### config.mk
export PLATFORM = sky130hd
export DESIGN_NAME = pmma_ctrl
export DESIGN_NICKNAME = d
export VERILOG_FILES = /design/src/rtl/pmma_pkg.sv /design/src/rtl/pmma_ctrl.sv
export SDC_FILE = /design/constraint.sdc
export NUM_CORES = 1
export LEC_CHECK = 0
export ABC_AREA = 1
export BUFFER_PORTS_ARGS = -buffer_cell sky130_fd_sc_hd__buf_2
export CAP_MARGIN = 25
export CORE_ASPECT_RATIO = 1.1
export CORE_MARGIN = 10
export CORE_UTILIZATION = 40
export CTS_CLUSTER_DIAMETER = 120
export DETAILED_ROUTE_END_ITERATION = 10
export REMOVE_ABC_BUFFERS = 1
export SLEW_MARGIN = 25
export SYNTH_ARGS = -nofsm -noshare
export SYNTH_HDL_FRONTEND = slang
export SYNTH_SLANG_ARGS = --single-unit
### constraint.sdc
create_clock -name i_clk -period 2.1 [get_ports i_clk]
set_input_delay 0 -clock i_clk [delete_from_list [all_inputs] [get_ports i_clk]]
set_output_delay 0 -clock i_clk [all_outputs]
set_load 0.01 [all_outputs]
### src/rtl/pmma_pkg.sv
// ============================================================================
// pmma_pkg
// Shared types and constants for the paged memory allocator.
// ============================================================================
package pmma_pkg;

    localparam int SIZE_W   = 21;
    localparam int VA_W     = 20;
    localparam int PID_W    = 4;
    localparam int BYTE_W   = 8;
    localparam int IN_W     = 56;
    localparam int OUT_W    = 32;

    typedef enum logic [1:0] {
        OP_ALLOC = 2'd0,
        OP_FREE  = 2'd1,
        OP_READ  = 2'd2,
        OP_WRITE = 2'd3
    } t_opcode;

    // controller -> datapath
    typedef struct packed {
        logic load;
        logic clr;
        logic scan_rst;
        logic scan_run;
        logic cnt_free;
        logic take;
        logic look;
        logic base_ld;
        logic brk_alloc;
        logic free_wr;
        logic free_nx;
        logic free_adv;
        logic brk_tgt;
        logic brk_dec;
        logic ram_acc;
        logic rsp_set;
        logic rsp_ok;
    } t_dp_cmd;

    // datapath -> controller
    typedef struct packed {
        t_opcode op;
        logic    pid_ok;
        logic    pages_zero;
        logic    dvld;
        logic    dlast;
        logic    match;
        logic    enough;
        logic    fits;
        logic    take_done;
        logic    is_last;
        logic    nx_ok;
        logic    chain_ok;
        logic    end_at_brk;
        logic    brk_ge2;
        logic    clr_done;
    } t_dp_sts;

endpackage

### src/rtl/pmma_ctrl.sv
// ============================================================================
// pmma_ctrl
// Command sequencer: scans, chain walk, break lowering, result handoff.
// ============================================================================
module pmma_ctrl import pmma_pkg::*; (
    input  logic    i_clk,
    input  logic    i_rst_n,
    input  logic    i_in_valid,
    output logic    o_in_ready,
    output logic    o_out_valid,
    input  logic    i_out_ready,
    output t_dp_cmd o_cmd,
    input  t_dp_sts i_sts
);

    typedef enum logic [14:0] {
        ST_CLEAR = 15'b000000000000001,
        ST_IDLE  = 15'b000000000000010,
        ST_DISP  = 15'b000000000000100,
        ST_ACNT  = 15'b000000000001000,
        ST_ACHK  = 15'b000000000010000,
        ST_ATAKE = 15'b000000000100000,
        ST_LOOK  = 15'b000000001000000,
        ST_FWR   = 15'b000000010000000,
        ST_FCK1  = 15'b000000100000000,
        ST_FCK2  = 15'b000001000000000,
        ST_BCHK  = 15'b000010000000000,
        ST_BLOOP = 15'b000100000000000,
        ST_BSCAN = 15'b001000000000000,
        ST_RWACC = 15'b010000000000000,
        ST_DONE  = 15'b100000000000000
    } t_state;

    t_state r_state, n_state;
    logic   r_ok, n_ok;
    logic   r_ovalid, n_ovalid;

    always_comb begin
        n_state    = r_state;
        n_ok       = r_ok;
        o_cmd      = '0;
        o_in_ready = 1'b0;
        case (r_state)
            ST_CLEAR: begin
                o_cmd.clr = 1'b1;
                if (i_sts.clr_done) n_state = ST_IDLE;
            end
            ST_IDLE: begin
                o_in_ready = 1'b1;
                if (i_in_valid) begin
                    o_cmd.load = 1'b1;
                    n_state    = ST_DISP;
                end
            end
            ST_DISP: begin
                n_ok = 1'b0;
                if (!i_sts.pid_ok) begin
                    n_state = ST_DONE;
                end else if (i_sts.op == OP_ALLOC) begin
                    n_state = i_sts.pages_zero ? ST_DONE : ST_ACNT;
                end else begin
                    n_state = ST_LOOK;
                end
            end
            ST_ACNT: begin
                o_cmd.scan_run = 1'b1;
                o_cmd.cnt_free = 1'b1;
                if (i_sts.dvld && i_sts.dlast) n_state = ST_ACHK;
            end
            ST_ACHK: begin
                if (i_sts.enough && i_sts.fits) begin
                    o_cmd.scan_rst = 1'b1;
                    o_cmd.base_ld  = 1'b1;
                    n_state        = ST_ATAKE;
                end else begin
                    n_state = ST_DONE;
                end
            end
            ST_ATAKE: begin
                o_cmd.scan_run = 1'b1;
                o_cmd.take     = 1'b1;
                if (i_sts.take_done) begin
                    o_cmd.brk_alloc = 1'b1;
                    n_ok            = 1'b1;
                    n_state         = ST_DONE;
                end
            end
            ST_LOOK: begin
                o_cmd.scan_run = 1'b1;
                o_cmd.look     = 1'b1;
                if (i_sts.dvld && i_sts.match) begin
                    n_state = (i_sts.op == OP_FREE) ? ST_FWR : ST_RWACC;
                end else if (i_sts.dvld && i_sts.dlast) begin
                    n_state = ST_DONE;
                end
            end
            ST_FWR: begin
                o_cmd.free_wr = 1'b1;
                n_state       = ST_FCK1;
            end
            ST_FCK1: begin
                if (i_sts.is_last || !i_sts.nx_ok) begin
                    n_state = ST_BCHK;
                end else begin
                    o_cmd.free_nx = 1'b1;
                    n_state       = ST_FCK2;
                end
            end
            ST_FCK2: begin
                if (i_sts.chain_ok) begin
                    o_cmd.free_adv = 1'b1;
                    n_state        = ST_FWR;
                end else begin
                    n_state = ST_BCHK;
                end
            end
            ST_BCHK: begin
                n_ok    = 1'b1;
                n_state = i_sts.end_at_brk ? ST_BLOOP : ST_DONE;
            end
            ST_BLOOP: begin
                if (i_sts.brk_ge2) begin
                    o_cmd.brk_tgt  = 1'b1;
                    o_cmd.scan_rst = 1'b1;
                    n_state        = ST_BSCAN;
                end else begin
                    n_state = ST_DONE;
                end
            end
            ST_BSCAN: begin
                o_cmd.scan_run = 1'b1;
                if (i_sts.dvld && i_sts.match) begin
                    n_state = ST_DONE;
                end else if (i_sts.dvld && i_sts.dlast) begin
                    o_cmd.brk_dec = 1'b1;
                    n_state       = ST_BLOOP;
                end
            end
            ST_RWACC: begin
                o_cmd.ram_acc = 1'b1;
                n_ok          = 1'b1;
                n_state       = ST_DONE;
            end
            ST_DONE: begin
                if (!r_ovalid || i_out_ready) begin
                    o_cmd.rsp_set = 1'b1;
                    n_state       = ST_IDLE;
                end
            end
            default: begin
                n_state = ST_IDLE;
            end
        endcase
        o_cmd.rsp_ok = r_ok;
    end

    always_comb begin
        n_ovalid = r_ovalid;
        if (r_ovalid && i_out_ready) n_ovalid = 1'b0;
        if (o_cmd.rsp_set)           n_ovalid = 1'b1;
    end

    always_ff @(posedge i_clk) begin
        if (!i_rst_n) begin
            r_state  <= ST_CLEAR;
            r_ok     <= 1'b0;
            r_ovalid <= 1'b0;
        end else begin
            r_state  <= n_state;
            r_ok     <= n_ok;
            r_ovalid <= n_ovalid;
        end
    end

    assign o_out_valid = r_ovalid;

    a_accept_disp: assert property (@(posedge i_clk) disable iff (!i_rst_n)
        (i_in_valid && o_in_ready) |=> (r_state == ST_DISP))
        else $error("accepted word not dispatched");

    a_valid_src: assert property (@(posedge i_clk) disable iff (!i_rst_n)
        $rose(o_out_valid) |-> $past(r_state == ST_DONE))
        else $error("result raised outside done");

endmodule

# [Yosys cells after proc, flatten, opt, wreduce, memory -nomap -nowiden]
# Cells that the tools add are included.
[totals] output_inout_bits=19 mem_count=0 romBits=0 regBits=17 word_cells=90 mem_bits_rw=0 in_bits=20 latch_bits=0
[classes] n_div=0 multipliers=0 n_reduce_logical=15 mux=49 n_addsub=0 magnitude_cmp=0 bitwise=0 eq_ne=23 n_shift=0
[ops] op="$mux W15" n=15
[ops] op="$pmux W15 S15" n=1
[ops] op="$mux W1" n=28
[ops] op="$mux W11" n=2
[ops] op="$eq A15 B1 Y1 const B" n=1
[ops] op="$eq A15 B10 Y1 const B" n=1
[ops] op="$eq A15 B11 Y1 const B" n=1
[ops] op="$eq A15 B12 Y1 const B" n=1
[ops] op="$eq A15 B13 Y1 const B" n=1
[ops] op="$eq A15 B14 Y1 const B" n=1
[ops] op="$eq A15 B15 Y1 const B" n=1
[ops] op="$eq A15 B2 Y1 const B" n=1
[ops] op="$eq A15 B3 Y1 const B" n=1
[ops] op="$eq A15 B4 Y1 const B" n=1
[ops] op="$eq A15 B5 Y1 const B" n=1
[ops] op="$eq A15 B6 Y1 const B" n=1
[ops] op="$eq A15 B7 Y1 const B" n=1
[ops] op="$eq A15 B8 Y1 const B" n=1
[ops] op="$eq A15 B9 Y1 const B" n=1
[ops] op="$mux W14" n=1
[ops] op="$ne A2 B2 Y1 const B" n=5
[ops] op="$reduce_and A7 Y1" n=1
[ops] op="$ne A3 B3 Y1 const B" n=2
[ops] op="$logic_and A1 B1 Y1" n=4
[ops] op="11 further kinds" n=13

# [Logic depth before layout (Yosys ltp)]
# Gate-level depths: netlist of run 1.
[logic_depth] ltp_word=5 mapped_depth=13 mapped_depth_nobuf=13

# [Least setup slack after synthesis of run 1]
# Ideal clock, no wire load.
[synth_timing] path_kind="register to register" startpoint="reg r_state[8]" endpoint="reg r_state[5]" required_time_ps=1984 slack_ps=627 stages_incl_launch_ff=12 period_less_slack_ps=1473 setup_time_ps=116 path_buffers=1 arrival_time_ps=1357 cell_sequence="dfxtp_1 -> nor2_2 -> nand2_4 -> nor2_2 -> nand3_1 -> nand3_2 -> nand2_2 -> nand2_4 -> inv_2 -> buf_6 -> nor2_2 -> nor2_1"
[synth_via] elab_chain_len=3 elab_cells_between_ends=24 classes_between="eq/ne (22); mux (1); reduce/logical (1)"
[synth_lines] item="from (decl)" line_no="pmma_ctrl.sv:34" source="t_state r_state, n_state;"
[synth_lines] item="from (signal assigned)" line_no="pmma_ctrl.sv:169" source="r_state <= n_state;"
[synth_lines] item="$eq A15 B7 Y1, or another cell as far along" line_no="pmma_ctrl.sv:43" source="case (r_state)"
[synth_lines] item="$ne A3 B3 Y1 (no line) or $ne A2 B2 Y1 (tied branches)"
[synth_lines] item="$reduce_and A7 Y1 (no line)"
# Parallel ways exist; a longest one is shown, timed or not.
# A chain may end at the register's enable or synchronous reset.

==> results of run 1 <==
==> state kept, by name, indices dropped and copies added (netlist names) <==
signal       count
o_out_valid      1
r_state         15
r_ok             1
==> logic make-up after synthesis <==
group                  count (synthesis)
buffers and inverters                 46
flip-flops                            17
AO/OA/AOI/OAI                          8
AND/OR/NAND/NOR                      158
==> cells in the final DEF (no fill, tap or decap), drive strengths merged <==
cell	count
nor3	4
inv	40
or2	1
dfxtp	17
nor2	60
o21ai	4
o22ai	2
a21oi	1
buf	38
nand4	3
nand2	53
nor4	2
nand3	32
and2	1
nand3b	2
dlygate4sd3	3
clkbuf	4
o211ai	1
==> cell type report <==
cell class,count,share of cell area (%)
Multi-Input combinational cell,166,51.2
Sequential cell,17,20.8
Timing Repair Buffer,41,13.5
Inverter,40,9.20
Tap cell,48,3.68
Clock buffer,4,1.61
==> worst max-delay path, stage by stage (launching register included) <==
cell and delay [ns]:
dfxtp_1 0.37, nor2_2 0.13, nand2_2 0.13, nor2_4 0.28
nand2_1 0.15, nor3_1 0.26, buf_2 0.20
==> report_power, final <==
part / switching (W) / internal (W) / total [W]
clock network: 0.000110 / 0.0000741 / 0.000184
logic: 0.000677 / 0.000319 / 0.000997
registers: 0.0000635 / 0.000389 / 0.000453
total: 0.000851 / 0.000782 / 0.00163
==> stage by stage <==
| step | total power, W | area (µm²) |
|---|---|---|
| after floorplan | 0.00122 | 1330 |
| after global placement | 0.00146 | 1580 |
| after detailed placement | 0.00146 | 1580 |
| after CTS | 0.00166 | 1630 |
| after global routing | 0.00182 | 1630 |
| final | 0.00163 | 1630 |
==> metal layers <==
layer  vias to the layer above  GRT usage [%]  wire length, µm
met5                         -              0                0
met4                         0           5.87               72
met3                         6           2.40              136
met2                        27           24.3             1890
met1                       612           13.8             1670
li1                        782              -                -
==> worst paths after layout <==
kind	endpoint	depth (start not counted)
worst min-delay path	o_out_valid$_SDFFE_PN0P_	4
worst max-delay path	o_cmd[6]	6
worst max register to register	r_state[14]$_SDFFE_PN0P_	11
worst min register to register	r_ok$_SDFFE_PN0P_	2
==> flow_metrics.tcl, run 1 <==
set metrics [dict create \
    status "finished, final reports clean" \
    maxCapViolCount 0 \
    synth_cell_types 26 \
    ys_seq_area_share_pct 24.7 \
    clkTransAtPathRegs_ns 0.10 \
    drc 0 \
    cts_buffers 3 \
    row_count 22 \
    p_leak_nw 0.957 \
    post_drt_wl_per_cell_um 11.9 \
    grt_first_pass_wirelength_um 6560 \
    hold-worst-slack_ns 0.00411 \
    clock.fmax_ghz 0.553 \
    setup_violations 0 \
    crit_type "flop to output port" \
    dr.pass1.iters 4 \
    syn-cell-area_um2 1380 \
    io_buffers 38 \
    area_growth_syn_to_layout_pct 18.7 \
    dp.cells 309 \
    cts_sinks 17 \
    fin_crit_sh_pct 86.2 \
    drt-initial-drc-count 51 \
    die_w_um 75.9 \
    fin_cells 316 \
    nets 289 \
    core_um2 3330 \
    num-fill-cells 382 \
    end_kind "output port" \
    avgSynthCellArea_um2 6.00 \
    r2r_start "r_state[5]$_SDFFE_PN0P_" \
    finish.utilization_pct 49.0 \
    io_pins 39 \
    hold_buffers 3 \
    gp_congestion 0.849 \
    totalWireLength_um 3770 \
    yosys.area.top_type "dfxtp_1" \
    yosys_warnings 0 \
    synth.area.top_cells "dfxtp_1, nor2_1, nand2_1" \
    synth_common_cells "nor2_1, nand2_1, inv_1, nand3_1, dfxtp_1" \
    tritoncts "built" \
    synth-seq-cells 17 \
    drive_above_1_share_pct 28.4 \
    synth-xor-area-share_pct 0 \
    synth.most_common_cell "nor2_1" \
    ys.flop_type "dfxtp_1" \
    area.sequential_um2 340 \
    avgViaCountPerCell 4.52 \
    cp-startpoint "r_state[5]$_SDFFE_PN0P_" \
    cts_resized 0 \
    cts_root_buffer "clkbuf_4" \
    crit_path_start_kind "flop" \
    max_slew_margin_pct 77.2 \
    track_usage_pct 12.8 \
    antenna_left 0 \
    num_vias 1427 \
    synth-compound-area-share_pct 3.64 \
    worst_ep_required_time_ns 2.10 \
    power_density_nw_per_um2 1000 \
    finalCriticalPeriod_ns 1.81 \
    setup_slack_ns 0.290 \
    synth_top_area_share_pct 24.7 \
    clock_latency_ns 0.30 \
    hold_class "input port to flop" \
    fin_skew_ns 0.00379 \
    synthSimpleGateAreaFrac_pct 57.1 \
    multiInputGateArea_um2 836 \
    grt_pass1_vias 1502 \
    synth_top_family_by_area "simple AND/OR/NAND/NOR gates" \
    async_flop_share_pct 0 \
    netlist_instances 229 \
    ctsLongestPathBuffers 2 \
    overflow 0 \
    rsz0062_at_grt "false" \
    max-vdd-ir-drop_uv 539 \
    die_h_um 81.5 \
    start_util_pct 41.3 \
    synth_edf_count 0 \
    synthAdderAreaFrac_pct 0 \
    crit_fanout 14 \
    tns_ns 0 \
    dp_hpwl_um 3130 \
    antenna_found_initial 0 \
    hp-start "i_out_ready" \
    synthMuxAreaShare_pct 0 \
    h-tree-depth 1 \
    grt_max_degree 17 \
    r2r_slack_ns 0.30 \
    tightest_slew_ns 0.342 \
    diodes 0 \
    crit_arrival_ns 1.81 \
    dp_worst_setup_slack_ns 0.305 \
    dieArea_um2 6190 \
    hold_viol 0 \
    drv_slew 0 \
    cts_setup_buffers 0 \
]
Power figures use the tool's default switching activity.
==> inputs of run 2 (changes only) <==
- BUFFER_PORTS_ARGS: -buffer_cell sky130_fd_sc_hd__buf_2 -> -buffer_cell sky130_fd_sc_hd__buf_4
- CORE_UTILIZATION: 40 -> 52
- PLACE_DENSITY: default -> 0.8
==> flow_metrics.tcl, run 2 (synthesized netlist as in run 1, its figures left out) <==
set metrics [dict create \
    status "finished, final reports clean" \
    tightest_slew_ns 0.279 \
    diodes 0 \
    crit_buf_inv 1 \
    antenna_left 0 \
    hold_buffers 6 \
    power_density_nw_per_um2 979 \
    power.internal_w 0.000828 \
    p_sw_w 0.000877 \
    max_slew_margin_pct 81.3 \
    cts_setup_buffers 0 \
    rsz0062_at_grt "false" \
    layout_common_cells "nor2_1, nand2_1, buf_4" \
    critPathTopFamily "simple AND/OR/NAND/NOR gates" \
    hold_viol 0 \
    cts_buffers 3 \
    grt_first_pass_wirelength_um 6610 \
    start_util_pct 54.6 \
    io_pins 39 \
    grt_max_degree 17 \
    ctsLongestPathBuffers 2 \
    hold_class "input port to flop" \
    overflow 0 \
    drt-initial-drc-count 85 \
    crit_arrival_ns 1.84 \
    drv_slew 0 \
    track_usage_pct 15.5 \
    crit_fanout 14 \
    dr.pass1.iters 6 \
    cts_root_buffer "clkbuf_4" \
    drive_above_1_share_pct 28.4 \
    crit_path_start_kind "flop" \
    post_drt_wl_per_cell_um 12.8 \
    multiInputGateArea_um2 836 \
    area.sequential_um2 340 \
    crit_type "flop to output port" \
    clock_latency_ns 0.31 \
    io_buffers 38 \
    drc 0 \
    slowest_delay_ns 0.34 \
    p_comb_share_pct 61.7 \
    grt_pass1_vias 1464 \
    row_count 19 \
    num-fill-cells 251 \
    maxCapViolCount 0 \
    h-tree-depth 1 \
    area_growth_syn_to_layout_pct 26.6 \
    avgViaCountPerCell 4.97 \
    setup_violations 0 \
    dp_hpwl_um 3090 \
    dieArea_um2 5100 \
    clkTransAtPathRegs_ns 0.12 \
    core_um2 2520 \
    gp_congestion 0.931 \
    die_w_um 69.0 \
    tns_ns 0 \
    cts_resized 0 \
    antenna_found_initial 0 \
    num_vias 1502 \
    finish.utilization_pct 69.1 \
    top_register "r_state" \
    end_kind "output port" \
    critPathSlowestCell "dfxtp_1" \
    path_cells "nor2_2 -> nand2_2 -> nor2_4 -> nand2_1 -> nor3_1 -> buf_4" \
    fin_crit_sh_pct 87.5 \
    worst_ep_required_time_ns 2.10 \
    fin_skew_ns 0.00704 \
    clockPowerShare_pct 11.6 \
    max-vdd-ir-drop_uv 715 \
    p_leak_nw 0.984 \
    p_sw_share_pct 51.4 \
    largest_register_ffs 15 \
    cts_sinks 17 \
    finalCriticalPeriod_ns 1.84 \
    nets 292 \
    tritoncts "built" \
    final_common_cell "nor2_1" \
    totalWireLength_um 3870 \
    p_seq_share_pct 26.7 \
    die_h_um 73.9 \
    clock.fmax_ghz 0.544 \
]
-- run 2: layout make-up --
cell class	count	area share (%)
Multi-Input combinational cell	166	48.0
Inverter	40	8.63
Clock inverter	1	0.431
Timing Repair Buffer	44	19.8
Clock buffer	3	1.29
Sequential cell	17	19.6
Tap cell	31	2.23
-- run 2: power groups by stage --
stage	Sequential [W]	Clock, W	Combinational, W
finish	0.000455	0.000197	0.00105
global route	0.000464	0.000211	0.00119
CTS	0.000454	0.000199	0.00105
detailed placement	0.000462	0	0.00103
global placement	0.000459	0	0.00103
floorplan	0.000452	0	0.000765
-- run 2: final timing paths --
path / cells past startpoint / end / slack (ns) / start
max: 6 / o_cmd[6] / 0.26 / r_state[6]$_SDFFE_PN0P_
min: 3 / r_state[14]$_SDFFE_PN0P_ / 0.01 / i_rst_n
max reg2reg: 11 / r_state[14]$_SDFFE_PN0P_ / 0.32 / r_state[6]$_SDFFE_PN0P_
min reg2reg: 2 / r_ok$_SDFFE_PN0P_ / 0.48 / r_ok$_SDFFE_PN0P_
-- run 2: metrics by stage --
step                      total power (W)  worst slack [ns]  instance area [µm²]  instances  hold slack, ns
after floorplan                   0.00122             0.589                 1330        223          0.0692
after global routing              0.00186             0.116                 1740        302         0.00939
after global placement            0.00148             0.396                 1650        292           0.284
after detailed placement          0.00150             0.368                 1650        292           0.283
final                             0.00170             0.262                 1740        302          0.0111
after CTS                         0.00171             0.250                 1740        302         0.00741
-- run 2: routing by layer --
| metal | vias to the layer above | wire (µm) | global-route usage (%) |
|---|---|---|---|
| met5 | - | 0 | 0 |
| met4 | 0 | 50 | 4.70 |
| met3 | 7 | 127 | 2.66 |
| met2 | 33 | 2110 | 31.3 |
| met1 | 668 | 1580 | 16.0 |
| li1 | 794 | - | - |
-- run 2: tightest hold or removal path: cells and delay by family --
family | cells | cell delay [ns]
simple gates | 2 | 0.11
buf+inv | 1 | 0.18
==> inputs of run 3 (changes only) <==
- ABC_AREA: 1 -> 0
- CORE_UTILIZATION: 52 -> 51
==> flow_metrics.tcl, run 3 <==
set metrics [dict create \
    row_count 18 \
    synth_top_family_by_area "simple AND/OR/NAND/NOR gates" \
    dp_worst_setup_slack_ns -0.0741 \
    yosys_warnings 0 \
    status "stopped before the end" \
    cts_root_buffer "clkbuf_4" \
    syn-cell-area_um2 1260 \
    synthMuxAreaShare_pct 0 \
    error "[ERROR DPL-0033] detailed placement checks failed during check placement." \
    yosys.area.top_type "dfxtp_1" \
    synth-seq-cells 17 \
    avgSynthCellArea_um2 7.79 \
    worst_path_end_type "primary output" \
    ctsLongestPathBuffers 2 \
    h-tree-depth 1 \
    gp_congestion 0.923 \
    die_h_um 72.2 \
    cts_buffers 3 \
    async_flop_share_pct 0 \
    synth-xor-area-share_pct 3.47 \
    synth_top_area_share_pct 27.0 \
    synthAdderAreaFrac_pct 0 \
    die_w_um 67.4 \
    synth.most_common_cell "dfxtp_1" \
    lastStage "5_1_grt" \
    netlist_instances 162 \
    start_util_pct 54.9 \
    worst_endpoint "o_cmd[14]" \
    dp_hpwl_um 3720 \
    synth_cell_types 51 \
    grt_max_degree 16 \
    synth_common_cells "dfxtp_1, nor2_1, nand2_1, nor3_1, and3_1" \
    cts_sinks 17 \
    synth.area.top_cells "dfxtp_1, nor2_1, nand2_1" \
    synth-compound-area-share_pct 14.7 \
    ys_seq_area_share_pct 27.0 \
    synth_edf_count 0 \
    antenna_found_initial 0 \
    dp.cells 250 \
    ys.flop_type "dfxtp_1" \
    io_pins 39 \
    placed_area_um2 1750 \
    io_buffers 38 \
    synthSimpleGateAreaFrac_pct 49.2 \
]
## run 3: changes by cell type after synthesis, sizes merged, moves of 7 or more
cell   delta
a21oi     +7
and3      +8
inv      -37
nand2    -39
nand3    -29
nor2     -45
or4       +7
## run 3: stage by stage
stage          setup TNS [ns]  hold WS, ns  util [%]
2_1_floorplan         -0.0486       0.0659         -
3_3_place_gp           -0.233        0.202      76.3
3_5_place_dp           -0.342        0.217      76.3
4_1_cts                -0.760       0.0196      86.3
## run 3: repair_timing
action	in CTS
hold buffers	5
pin swaps	8
setup buffers	6
hold endpoints to repair	4
gates resized for setup	25
endpoints found under the setup margin	18
## run 3: logic make-up after synthesis
family | count (synthesis)
AO/OA/AOI/OAI | 27
XOR/XNOR | 5
buffers and inverters | 14
flip-flops | 17
AND/OR/NAND/NOR | 99
==> inputs of run 4 (changes only) <==
- CORE_AREA: default -> 10 10 71 73
- CORE_ASPECT_RATIO: 1.1 -> default
- CORE_MARGIN: 10 -> default
- CORE_UTILIZATION: 51 -> default
- CTS_CLUSTER_DIAMETER: 120 -> default
- DIE_AREA: default -> 0 0 81 83
- PLACE_DENSITY: 0.8 -> default
- PLACE_DENSITY_LB_ADDON: default -> 0.15
==> flow_metrics.tcl, run 4 <==
set metrics [dict create \
    start_util_pct 34.7 \
    yosys.area.top_type "dfxtp_1" \
    clkTransAtPathRegs_ns 0.08 \
    cts_sinks 17 \
    h-tree-depth 1 \
    grt_first_pass_wirelength_um 8330 \
    clock.fmax_ghz 0.453 \
    crit_path_start_kind "flop" \
    syn-cell-area_um2 1260 \
    max_slew_margin_pct 75.2 \
    ctsLongestPathBuffers 2 \
    grt_use_met1_pct 18.9 \
    p_seq_share_pct 38.7 \
    rsz0062_at_grt "true" \
    grtUsageMet2_pct 24.6 \
    layout_common_cells "buf_4, nor2_1, nand2_1" \
    fin_crit_sh_pct 105 \
    top_register "r_state" \
    setup_violations 3 \
    synth_cell_types 51 \
    ys.flop_type "dfxtp_1" \
    clockPowerShare_pct 30.8 \
    hold_viol 0 \
    drive_above_1_share_pct 53.5 \
    status "finished, violations left" \
    avgSynthCellArea_um2 7.79 \
    synth.area.top_cells "dfxtp_1, nor2_1, nand2_1" \
    core_um2 3630 \
    power.internal_w 0.000598 \
    post_drt_wl_per_cell_um 17.1 \
    io_pins 39 \
    die_w_um 81 \
    die_h_um 83 \
    drc 0 \
    p_comb_share_pct 30.5 \
    finalCriticalPeriod_ns 2.21 \
    nets 264 \
    antenna_found_initial 0 \
    clock_latency_ns 0.26 \
    tritoncts "built" \
    area_growth_syn_to_layout_pct 72.2 \
    netlist_instances 162 \
    worst_ep_required_time_ns 2.10 \
    drv_slew 0 \
    antenna_left 0 \
    async_flop_share_pct 0 \
    end_kind "output port" \
    hold_class "input port to flop" \
    avgViaCountPerCell 5.43 \
    drt-initial-drc-count 155 \
    crit_fanout 4 \
    tightest_slew_ns 0.372 \
    p_leak_nw 0.978 \
    max-vdd-ir-drop_uv 240 \
    synth_top_area_share_pct 27.0 \
    violations "setup timing" \
    placed_area_um2 1840 \
    overflow 0 \
    largest_register_ffs 15 \
    synth_edf_count 0 \
    top_usage_layer "met2" \
    p_sw_share_pct 31.0 \
    dr.pass1.iters 4 \
    gp_congestion 0.878 \
    p_sw_w 0.000269 \
    dp_hpwl_um 3840 \
    yosys_warnings 0 \
    setup_slack_ns -0.109 \
    ys_seq_area_share_pct 27.0 \
    fin_skew_ns 0.00121 \
    grtUsageMet3_pct 3.77 \
    grt_max_degree 16 \
    totalWireLength_um 4990 \
    io_buffers 38 \
    total_power_w 0.000867 \
    power_density_nw_per_um2 399 \
    num_vias 1580 \
    track_usage_pct 15.1 \
    num-fill-cells 353 \
    stdcell_area_um2 2170 \
    final_common_cell "buf_4" \
    crit_type "flop to output port" \
    crit_arrival_ns 2.21 \
    diodes 0 \
    dp_worst_setup_slack_ns -0.0675 \
    synth-seq-cells 17 \
    maxCapViolCount 0 \
    grt_pass1_vias 1694 \
    row_count 22 \
    cts_buffers 3 \
    dieArea_um2 6720 \
    synth.most_common_cell "dfxtp_1" \
    synth_common_cells "dfxtp_1, nor2_1, nand2_1, nor3_1, and3_1" \
    cts_root_buffer "clkbuf_8" \
]
run 4: cell counts after synthesis:
No cell type changed its count.
run 4: through the flow:
| step | hold slack, ns | utilization, % | cells | setup TNS, ns |
|---|---|---|---|---|
| after floorplan | 0.0659 | - | 152 | -0.0486 |
| after global placement | 0.201 | 50.7 | 277 | -0.899 |
| after detailed placement | 0.206 | 50.7 | 277 | -0.503 |
| after CTS | 0.0172 | 57.5 | 292 | -0.289 |
| after global routing | 0.0217 | 59.8 | 291 | -1.07 |
| final | 0.0118 | 59.8 | 291 | -0.191 |
run 4: final timing paths:
path                            startpoint  slack (ns)  cells after the start                        to
setup / recovery   r_state[5]$_SDFFE_PN0P_       -0.11                      6                 o_cmd[14]
hold / removal                     i_rst_n        0.01                      2   r_state[0]$_SDFFE_PN1P_
setup reg to reg   r_state[5]$_SDFFE_PN0P_        0.01                      7  r_state[14]$_SDFFE_PN0P_
hold reg to reg   o_out_valid$_SDFFE_PN0P_        0.50                      2  o_out_valid$_SDFFE_PN0P_
run 4: metal layers:
layer	share of wire [%]	wire length, µm
met5	0	0
met2	49	2450
met3	6.2	310
met1	43	2170
met4	1.2	59
run 4: worst max-delay path: stages, from the launching register on:
cell and delay [ns]:
dfxtp_2 0.34, or4_4 0.53, or3_4 0.36, or4_4 0.44, clkinv_4 0.06, or2_1 0.09, buf_4 0.12
run 4: power by group through the flow:
stage,Sequential (W),Combinational (W),Clock (W)
final,0.000336,0.000264,0.000267
after CTS,0.000335,0.000241,0.000269
after detailed placement,0.000344,0.000208,0
after floorplan,0.000350,0.0000876,0
after global placement,0.000344,0.000207,0
after global routing,0.000336,0.000285,0.000284
run 4: cell type report:
| cell class | count | area, µm² | share of cell area [%] |
|---|---|---|---|
| multi-input cells | 131 | 1020 | 47.1 |
| clock buffers | 3 | 41.3 | 1.90 |
| inverters | 4 | 20.0 | 0.922 |
| flip-flops and latches | 17 | 349 | 16.1 |
| well taps | 48 | 60.1 | 2.76 |
| clock inverters | 1 | 5.00 | 0.230 |
| repair buffers | 87 | 674 | 31.0 |
run 4: kinds of logic (layout without fill, tap and decap cells):
family | count (synthesis) | count (layout) | share of synthesized area [%]
AND/OR/NAND/NOR | 99 | 99 | 49.2
buffers and inverters | 14 | 95 | 5.65
flip-flops | 17 | 17 | 27.0
XOR/XNOR | 5 | 5 | 3.47
AO/OA/AOI/OAI | 27 | 27 | 14.7
run 4: what timing repair did:
action                                 CTS  global route
endpoints found under the hold margin    1             0
setup buffers                            9             1
resized for setup                       24            20
gates cloned                             0             0
pin swaps                               13             4
setup endpoints to repair               18            24
hold buffers                             2             0
